<file path="config.mk">
export PLATFORM = sky130hd
export DESIGN_NAME = tlb_page_table_translator
export DESIGN_NICKNAME = d
export VERILOG_FILES = /design/src/rtl/tlb_pkg.sv /design/src/rtl/tlb_entries.sv /design/src/rtl/tlb_page_table_translator.sv
export SDC_FILE = /design/constraint.sdc
export NUM_CORES = 2
export LEC_CHECK = 0
export BUFFER_PORTS_ARGS = -buffer_cell sky130_fd_sc_hd__clkbuf_2
export CORE_MARGIN = 2
export CORE_UTILIZATION = 60
export CTS_CLUSTER_DIAMETER = 200
export DETAILED_ROUTE_END_ITERATION = 10
export PLACE_DENSITY = 0.76
export REMOVE_ABC_BUFFERS = 1
export SLEW_MARGIN = 25
export SYNTH_ARGS = -nofsm -noshare
export SYNTH_HDL_FRONTEND = slang
export SYNTH_SLANG_ARGS = --single-unit
</file>
<file path="constraint.sdc">
create_clock -name clk -period 15.48 [get_ports clk]
set_input_delay 1.548 -clock clk [delete_from_list [all_inputs] [get_ports clk]]
set_output_delay 1.548 -clock clk [all_outputs]
set_load 0.02 [all_outputs]
</file>
<file path="src/rtl/tlb_pkg.sv">
// Shared constants, types and helper functions for the TLB page table translator.
`timescale 1ns / 1ps

package tlb_pkg;

  // Sizing
  localparam int TLB_ENTRIES  = 16;
  localparam int PAGE_ENTRIES = 256;
  localparam int PAGE_BYTES   = 256;

  localparam int TLB_IDX_W   = $clog2(TLB_ENTRIES);
  localparam int PAGE_IDX_W  = $clog2(PAGE_ENTRIES);
  localparam int PAGE_SHIFT  = $clog2(PAGE_BYTES);

  // Field widths fixed by the address format
  localparam int ADDR_W     = 16;
  localparam int PAGE_W     = 8;
  localparam int OFFSET_W   = 8;
  localparam int FRAME_W    = 8;
  localparam int COUNT_W    = 32;
  localparam int FREE_W     = FRAME_W + 1;
  localparam int PHYS_CALC_W = FRAME_W + PAGE_SHIFT + 1;

  // Free frame counter stops here
  localparam logic [FREE_W-1:0] FRAME_LIMIT = FREE_W'(256);

  // Refill of one TLB entry at the FIFO slot
  typedef struct packed {
    logic               en;
    logic [PAGE_W-1:0]  page;
    logic [FRAME_W-1:0] frame;
  } tlb_fill_t;

  // Compare result for the entry under the scan index
  typedef struct packed {
    logic               match;
    logic [FRAME_W-1:0] frame;
  } tlb_probe_t;

  // Page number to page table index (modulo table depth)
  function automatic logic [PAGE_IDX_W-1:0] page_index(input logic [PAGE_W-1:0] page);
    logic [PAGE_W+PAGE_IDX_W-1:0] wide;
    wide = {{PAGE_IDX_W{1'b0}}, page};
    return wide[PAGE_IDX_W-1:0];
  endfunction

  // Saturating counter step
  function automatic logic [COUNT_W-1:0] sat_inc(input logic [COUNT_W-1:0] v);
    return (v == {COUNT_W{1'b1}}) ? v : v + COUNT_W'(1);
  endfunction

endpackage

</file>
<file path="src/rtl/tlb_entries.sv">
// TLB entry storage with one shared tag comparator and FIFO refill pointer.
`timescale 1ns / 1ps

module tlb_entries (
  input  logic                          clk,
  input  logic                          rst,
  input  logic [tlb_pkg::TLB_IDX_W-1:0] scan_index,
  input  logic [tlb_pkg::PAGE_W-1:0]    page,
  input  tlb_pkg::tlb_fill_t            fill,
  output tlb_pkg::tlb_probe_t           probe
);

  logic [tlb_pkg::PAGE_W-1:0]    tag   [tlb_pkg::TLB_ENTRIES];
  logic [tlb_pkg::FRAME_W-1:0]   frame [tlb_pkg::TLB_ENTRIES];
  logic [tlb_pkg::TLB_ENTRIES-1:0] valid;
  logic [tlb_pkg::TLB_IDX_W-1:0] fifo_pointer;
  logic [tlb_pkg::TLB_IDX_W-1:0] fifo_pointer_next;

  // Pointer wraps at the entry count
  always_comb begin
    if (fifo_pointer == tlb_pkg::TLB_IDX_W'(tlb_pkg::TLB_ENTRIES - 1)) begin
      fifo_pointer_next = '0;
    end else begin
      fifo_pointer_next = fifo_pointer + tlb_pkg::TLB_IDX_W'(1);
    end
  end

  // Control state: valid bits and FIFO pointer
  always_ff @(posedge clk) begin
    if (rst) begin
      valid        <= '0;
      fifo_pointer <= '0;
    end else if (fill.en) begin
      valid[fifo_pointer] <= 1'b1;
      fifo_pointer        <= fifo_pointer_next;
    end
  end

  // Entry payload
  always_ff @(posedge clk) begin
    if (fill.en) begin
      tag[fifo_pointer]   <= fill.page;
      frame[fifo_pointer] <= fill.frame;
    end
  end

  // Shared comparator on the entry under scan
  assign probe.match = valid[scan_index] && (tag[scan_index] == page);
  assign probe.frame = frame[scan_index];

`ifndef NO_ASSERTIONS
  // A refill always leaves its slot valid
  a_fill_sets_valid: assert property (@(posedge clk) disable iff (rst)
    fill.en |=> valid[$past(fifo_pointer)])
    else $error("refilled TLB slot not valid");

  // Pointer moves only on a refill
  a_ptr_moves_on_fill: assert property (@(posedge clk) disable iff (rst)
    !fill.en |=> $stable(fifo_pointer))
    else $error("FIFO pointer moved without refill");

  // Pointer stays in range
  a_ptr_range: assert property (@(posedge clk) disable iff (rst)
    fifo_pointer <= tlb_pkg::TLB_IDX_W'(tlb_pkg::TLB_ENTRIES - 1))
    else $error("FIFO pointer out of range");
`endif

endmodule

</file>
<file path="src/rtl/tlb_page_table_translator.sv">
// Top level: request sequencer, page table, frame allocator and hit/fault counters.
//
//   channel  dir  handshake            payload
//   in       in   in_valid/in_ready    logical_address
//   out      out  out_valid/out_ready  physical_address, frame_number, tlb_hit,
//                                      page_fault, hit_count, fault_count
//
// One request at a time. The TLB is scanned one entry per cycle by one tag
// comparator, stopping at the first valid match. A hit goes from the scan to
// the result; a miss goes through scan, page table read, update and result.
// in_ready is high in idle, even while a result waits on out_ready.
// Reset clears TLB and page valid bits, pointers and counters at once.
`timescale 1ns / 1ps

module tlb_page_table_translator (
  input  logic                         clk,
  input  logic                         rst,
  input  logic                         in_valid,
  output logic                         in_ready,
  input  logic [tlb_pkg::ADDR_W-1:0]   logical_address,
  output logic                         out_valid,
  input  logic                         out_ready,
  output logic [tlb_pkg::ADDR_W-1:0]   physical_address,
  output logic [tlb_pkg::FRAME_W-1:0]  frame_number,
  output logic                         tlb_hit,
  output logic                         page_fault,
  output logic [tlb_pkg::COUNT_W-1:0]  hit_count,
  output logic [tlb_pkg::COUNT_W-1:0]  fault_count
);

  localparam logic [2:0] S_IDLE    = 3'd0;
  localparam logic [2:0] S_SCAN    = 3'd1;
  localparam logic [2:0] S_PT_READ = 3'd2;
  localparam logic [2:0] S_PT_WAIT = 3'd3;
  localparam logic [2:0] S_DONE    = 3'd4;

  logic [2:0]                        state;
  logic [tlb_pkg::PAGE_W-1:0]        page_q;
  logic [tlb_pkg::OFFSET_W-1:0]      offset_q;
  logic [tlb_pkg::TLB_IDX_W-1:0]     scan_idx;
  logic [tlb_pkg::FRAME_W-1:0]       frame_q;
  logic                              hit_q;
  logic                              fault_q;
  logic                              pvalid_q;
  logic [tlb_pkg::FREE_W-1:0]        next_free_frame;
  logic [tlb_pkg::COUNT_W-1:0]       hit_total;
  logic [tlb_pkg::COUNT_W-1:0]       fault_total;

  // Page table: frame memory plus valid flops
  logic [tlb_pkg::FRAME_W-1:0]       page_frame [tlb_pkg::PAGE_ENTRIES];
  logic [tlb_pkg::PAGE_ENTRIES-1:0]  page_valid;
  logic [tlb_pkg::FRAME_W-1:0]       pt_rdata;
  logic [tlb_pkg::PAGE_IDX_W-1:0]    pt_index;

  tlb_pkg::tlb_fill_t                fill;
  tlb_pkg::tlb_probe_t               probe;
  logic [tlb_pkg::FRAME_W-1:0]       miss_frame;
  logic                              allocate;
  logic                              out_free;
  logic [tlb_pkg::PHYS_CALC_W-1:0]   phys_calc;

  assign pt_index   = tlb_pkg::page_index(page_q);
  assign allocate   = (state == S_PT_WAIT) && !pvalid_q;
  assign miss_frame = pvalid_q ? pt_rdata : next_free_frame[tlb_pkg::FRAME_W-1:0];
  assign in_ready   = (state == S_IDLE);
  assign out_free   = !out_valid || out_ready;

  // TLB refill on every miss
  assign fill.en    = (state == S_PT_WAIT);
  assign fill.page  = page_q;
  assign fill.frame = miss_frame;

  tlb_entries u_entries (
    .clk        (clk),
    .rst        (rst),
    .scan_index (scan_idx),
    .page       (page_q),
    .fill       (fill),
    .probe      (probe)
  );

  // Physical address: frame times page size plus offset, low bits kept
  assign phys_calc = (tlb_pkg::PHYS_CALC_W'(frame_q) << tlb_pkg::PAGE_SHIFT)
                   + tlb_pkg::PHYS_CALC_W'(offset_q);

  // Sequencer and control state
  always_ff @(posedge clk) begin
    if (rst) begin
      state           <= S_IDLE;
      scan_idx        <= '0;
      next_free_frame <= '0;
      hit_total       <= '0;
      fault_total     <= '0;
      page_valid      <= '0;
      out_valid       <= 1'b0;
    end else begin
      // Result valid: set when a finished request moves out, cleared when taken
      if (state == S_DONE && out_free) begin
        out_valid <= 1'b1;
      end else if (out_valid && out_ready) begin
        out_valid <= 1'b0;
      end
      unique case (state)
        S_IDLE: begin
          if (in_valid) begin
            state    <= S_SCAN;
            scan_idx <= '0;
          end
        end
        S_SCAN: begin
          if (probe.match) begin
            hit_total <= tlb_pkg::sat_inc(hit_total);
            state     <= S_DONE;
          end else if (scan_idx == tlb_pkg::TLB_IDX_W'(tlb_pkg::TLB_ENTRIES - 1)) begin
            state <= S_PT_READ;
          end else begin
            scan_idx <= scan_idx + tlb_pkg::TLB_IDX_W'(1);
          end
        end
        S_PT_READ: begin
          state <= S_PT_WAIT;
        end
        S_PT_WAIT: begin
          if (allocate) begin
            page_valid[pt_index] <= 1'b1;
            fault_total          <= tlb_pkg::sat_inc(fault_total);
            if (next_free_frame < tlb_pkg::FRAME_LIMIT) begin
              next_free_frame <= next_free_frame + tlb_pkg::FREE_W'(1);
            end
          end
          state <= S_DONE;
        end
        S_DONE: begin
          if (out_free) begin
            state <= S_IDLE;
          end
        end
        default: begin
          state <= S_IDLE;
        end
      endcase
    end
  end

  // Request payload and per-request working values
  always_ff @(posedge clk) begin
    if (in_ready && in_valid) begin
      page_q   <= logical_address[tlb_pkg::ADDR_W-1:tlb_pkg::OFFSET_W];
      offset_q <= logical_address[tlb_pkg::OFFSET_W-1:0];
      hit_q    <= 1'b0;
      fault_q  <= 1'b0;
    end
    if (state == S_SCAN && probe.match) begin
      frame_q <= probe.frame;
      hit_q   <= 1'b1;
    end
    if (state == S_PT_READ) begin
      pvalid_q <= page_valid[pt_index];
    end
    if (state == S_PT_WAIT) begin
      frame_q <= miss_frame;
      fault_q <= !pvalid_q;
    end
  end

  // Page table memory: one write port, registered read
  always_ff @(posedge clk) begin
    if (allocate) begin
      page_frame[pt_index] <= miss_frame;
    end
    pt_rdata <= page_frame[pt_index];
  end

  // Result register
  always_ff @(posedge clk) begin
    if (state == S_DONE && out_free) begin
      physical_address <= phys_calc[tlb_pkg::ADDR_W-1:0];
      frame_number     <= frame_q;
      tlb_hit          <= hit_q;
      page_fault       <= fault_q;
      hit_count        <= hit_total;
      fault_count      <= fault_total;
    end
  end

`ifndef NO_ASSERTIONS
  // A result is never both a hit and a fault
  a_hit_xor_fault: assert property (@(posedge clk) disable iff (rst)
    out_valid |-> !(tlb_hit && page_fault))
    else $error("result flags both hit and fault");

  // Counters include the reported event
  a_hit_counted: assert property (@(posedge clk) disable iff (rst)
    (out_valid && tlb_hit) |-> (hit_count != '0))
    else $error("hit reported with zero hit count");

  a_fault_counted: assert property (@(posedge clk) disable iff (rst)
    (out_valid && page_fault) |-> (fault_count != '0))
    else $error("fault reported with zero fault count");

  // Free frame counter never passes its limit
  a_free_limit: assert property (@(posedge clk) disable iff (rst)
    next_free_frame <= tlb_pkg::FRAME_LIMIT)
    else $error("free frame counter past limit");

  // An allocated page is marked valid afterwards
  a_alloc_marks_valid: assert property (@(posedge clk) disable iff (rst)
    allocate |=> page_valid[$past(pt_index)])
    else $error("allocated page not marked valid");
`endif

endmodule

</file>
==> impl_summary.log <==
INFO  metric area_delta_synth_final = 11.8%
INFO  metric ir_worst_vdd = 99.4 uV
INFO  metric grt_pass1_vias = 53,500
INFO  metric core_area = 0.176 mm2
INFO  metric drv_slew = 0
INFO  metric finalWorstPathRequiredPeriod = 5960 ps
INFO  metric synth.yosys.seq_area_share = 0.750
INFO  metric detail_route.wl_per_cell = 32.6 um
INFO  metric yosys_warnings = 0
INFO  metric footprint_of_the_multi_input_gates = 0.0257 mm2
INFO  metric largest_driver_fanout_on_the_critical_path = 44
INFO  metric share_comb_of_total_power = 0.062
INFO  metric max_clock_freq = 168 MHz
INFO  metric drt_pass_1_iters = 6
INFO  metric cts_sinks = 2,782
INFO  metric syn_area_per_cell = 20.9 um2
INFO  metric rsz0062_at_grt = false
INFO  metric outcome = finished, final reports clean
INFO  metric fraction_of_the_cycle_the_final_worst_path_needs = 0.385
INFO  metric final_layout_size_suffix_gt1_frac = 0.282
INFO  metric timing.final.setup_violations = 0
INFO  metric setup.worst_path.class = reg2reg
INFO  metric synth_enable_flop_cells = 2,412
INFO  metric dieWidth = 425 um
INFO  metric place_congestion = 0.818
INFO  metric clock_tree_from_tritoncts = built
INFO  metric timing.critical_path.to_type = flip-flop
INFO  metric cts.repair.resized = 0
INFO  metric route.detailed.drc = 0
INFO  metric boundaryPins = 112
INFO  metric power_frac_seq = 0.527
INFO  metric initialDrtViolationCount = 7,378
INFO  metric grt_use_total = 0.287
INFO  metric critPathLaunchType = flip-flop
INFO  metric num-fill-cells = 10,600
INFO  metric insertion_delay = 900 ps
INFO  metric post-synth-top-area-fraction = 0.680
INFO  metric post_synth_num_cell_types = 66
INFO  metric final-hold-violation-count = 0
INFO  metric yosys_register_bits = 2,782
INFO  metric ys_top_cells_by_area = edfxtp_1 (68%), mux4_2 (17%), dfxtp_1 (7.0%), o21a_1 (1.8%), nor2_1 (1.3%)
INFO  metric post_cts_buffers = 0
INFO  metric cts_made_buffers = 286
INFO  metric timing.max_cap.violations = 0
INFO  metric max-clock-path-buffers = 4
INFO  metric post_cts_hold_buffer_count = 0
INFO  metric design.die.area = 0.181 mm2
INFO  metric power_density_over_the_cells = 134 mW/mm2
INFO  metric top_ff_cell_synth = edfxtp_1
INFO  metric post_synth_inst_count = 5,102
INFO  metric asyncSetResetFlopFracSynth = 0
INFO  metric die_h = 425 um
INFO  metric clock-root-buffer = clkbuf_16
INFO  metric maximum_number_of_pins_on_one_net_before_global_route_repair = 214
INFO  metric num-nets-final = 5,335
INFO  metric worst_slew_pin_slew = 1110 ps
INFO  metric instances_no_fill = 7,858
INFO  metric totalNegativeSetupSlack = 0 ps
INFO  metric routed_via_density = 6.81
INFO  metric finalClockSkew = 46.9 ps
INFO  metric critical_path_arrival = 6600 ps
INFO  metric grt_overflow_total = 0
INFO  metric int_pwr = 12.5 mW
INFO  metric numPortBuffers = 111
INFO  metric grt_first_pass_wirelength = 372,000 um
INFO  metric rows = 154
INFO  metric h-tree-depth = 5
INFO  metric initial_core_utilization = 0.604
INFO  metric cp_data_required_time = 16,120 ps
INFO  metric area.sequential = 0.0798 mm2
INFO  metric power.net_switching = 3.43 mW
INFO  metric vias = 53,500
INFO  metric leak = 37.4 nW
INFO  metric netlist.top_cell.by_area = edfxtp_1
INFO  metric worst_hold_path_type = reg2reg
INFO  metric antenna_violating_nets_post_route = 0
INFO  metric placed_cells = 7,351
INFO  metric power_frac_clock = 0.411
INFO  metric antenna_found_initial = 8
INFO  metric post_synth_instance_area = 0.106 mm2
INFO  metric clk_pin_slew_worst_paths = 60 ps
INFO  metric finalWirelength = 256,000 um
INFO  metric max-slew-margin-rel = 0.258
INFO  metric sw_frac_of_total = 0.215
INFO  metric detailed_place_hpwl = 143,000 um
## cells by family (layout without fill, tap and decap cells)
family | Yosys count | count (layout) | share of synthesized area
compound gates | 390 | 390 | 0.0263
mux | 863 | 863 | 0.177
simple gates | 683 | 683 | 0.0288
flops | 2782 | 2782 | 0.750
xor+xnor | 51 | 51 | 0.00419
fa+ha+maj | 8 | 8 | 0.000940
other cells | 0 | 5 | 0
buf+inv | 325 | 736 | 0.0125
## power by group through the flow
stage	logic (mW)	registers, mW	clock network, mW
2_1_floorplan	0.780	8.72	0
3_3_place_gp	0.925	8.57	0
3_5_place_dp	0.958	8.57	0
4_1_cts	0.962	8.41	6.61
5_1_grt	1.04	8.40	6.88
6_report	0.987	8.41	6.55
## critical path, cell delays in order, from the launching register on
cell      delay (ps)
edfxtp_1         340
buf_4            630
buf_4            690
buf_4            820
buf_4            810
mux4_2           610
mux4_2           590
mux4_2           560
mux4_2           480
## through the flow
step           utilization  instance area, um2  power, mW  setup slack, ps  hold WS, ps
2_1_floorplan            -              105000       9.50           -13840          400
6_report             0.675              119000       15.9             9520          421
3_3_place_gp         0.623              110000       9.50             9470          401
3_5_place_dp         0.623              110000       9.53             9470          405
4_1_cts              0.673              119000       16.0             9400          421
5_1_grt              0.675              119000       16.3             9120          430
## synthesized netlist by cell type (7+ instances only)
cell / number
a21oi_1: 44
a22oi_1: 7
a31oi_1: 8
and2_1: 13
and3_1: 12
and4_1: 7
buf_1: 46
buf_2: 58
buf_4: 8
clkbuf_1: 196
dfxtp_1: 370
edfxtp_1: 2412
ha_1: 8
inv_1: 14
mux2_2: 16
mux2i_1: 28
mux4_2: 818
nand2_1: 118
nand3_1: 38
nand4_1: 25
nor2_1: 371
nor2b_1: 12
nor3_1: 17
nor4_1: 8
o21a_1: 258
o21ai_0: 23
o31ai_1: 17
or3_1: 14
or4_1: 20
xnor2_1: 22
xor2_1: 29
## registers in the layout, summed over array words and instances, names as in the netlist, 8 cells and up, named ones only
| register | flops |
|---|---|
| next_free_frame | 9 |
| frame_q | 8 |
| page_frame | 2048 |
| offset_q | 8 |
| u_entries.valid | 16 |
| fault_total | 32 |
| hit_total | 32 |
| page_q | 8 |
| fault_count | 32 |
| u_entries.tag | 128 |
| hit_count | 32 |
| physical_address | 16 |
| u_entries.frame | 128 |
| pt_rdata | 8 |
| page_valid | 256 |
## per-layer routing
metal	routed length, um	share of wire	global-route usage	up-vias
met3	26800	0.10	0.0641	567
met1	93300	0.36	0.393	28300
met5	31	0.00012	0	-
met2	125000	0.49	0.454	3250
li1	-	-	-	21400
met4	10400	0.041	0.114	4
## placed cells by master (no fill, tap or decap), drive strengths merged, types with 10 or more instances in the layout
| cell | synthesis | layout |
|---|---|---|
| o21a | 258 | 258 |
| nand2 | 118 | 118 |
| inv | 14 | 17 |
| xor2 | 29 | 29 |
| nor2b | 12 | 12 |
| dfxtp | 370 | 370 |
| bufinv | 0 | 13 |
| nor3 | 17 | 17 |
| nor2 | 371 | 371 |
| a21oi | 44 | 44 |
| and3 | 12 | 12 |
| mux2i | 28 | 28 |
| and2 | 13 | 13 |
| mux2 | 17 | 17 |
| clkinvlp | 0 | 10 |
| o21ai | 23 | 23 |
| edfxtp | 2412 | 2412 |
| mux4 | 818 | 818 |
| buf | 113 | 116 |
| or4 | 20 | 20 |
| clkinv | 2 | 86 |
| clkbuf | 196 | 494 |
| xnor2 | 22 | 22 |
| o31ai | 17 | 17 |
| or3 | 14 | 14 |
| nand3 | 38 | 38 |
| nand4 | 26 | 26 |
## final timing paths
kind | startpoint | to | slack, ps | cells past startpoint
worst max register to register | page_q[0] | pvalid_q | 9520 | 8
worst min-delay path | offset_q[5] | physical_address[5] | 420 | 0
worst max-delay path | page_q[0] | pvalid_q | 9520 | 8
worst min register to register | offset_q[5] | physical_address[5] | 420 | 0
## layout make-up
class                      count  area share
clock buffer                 384      0.0668
timing repair buffer         226      0.0138
multi-input combinational   1995       0.216
clock inverter               110     0.00739
inverter                      16    0.000568
sequential                  2782       0.671
tap                         2340      0.0246
antenna                        5    0.000105
Note: power is estimated with default switching activity, not from simulation.
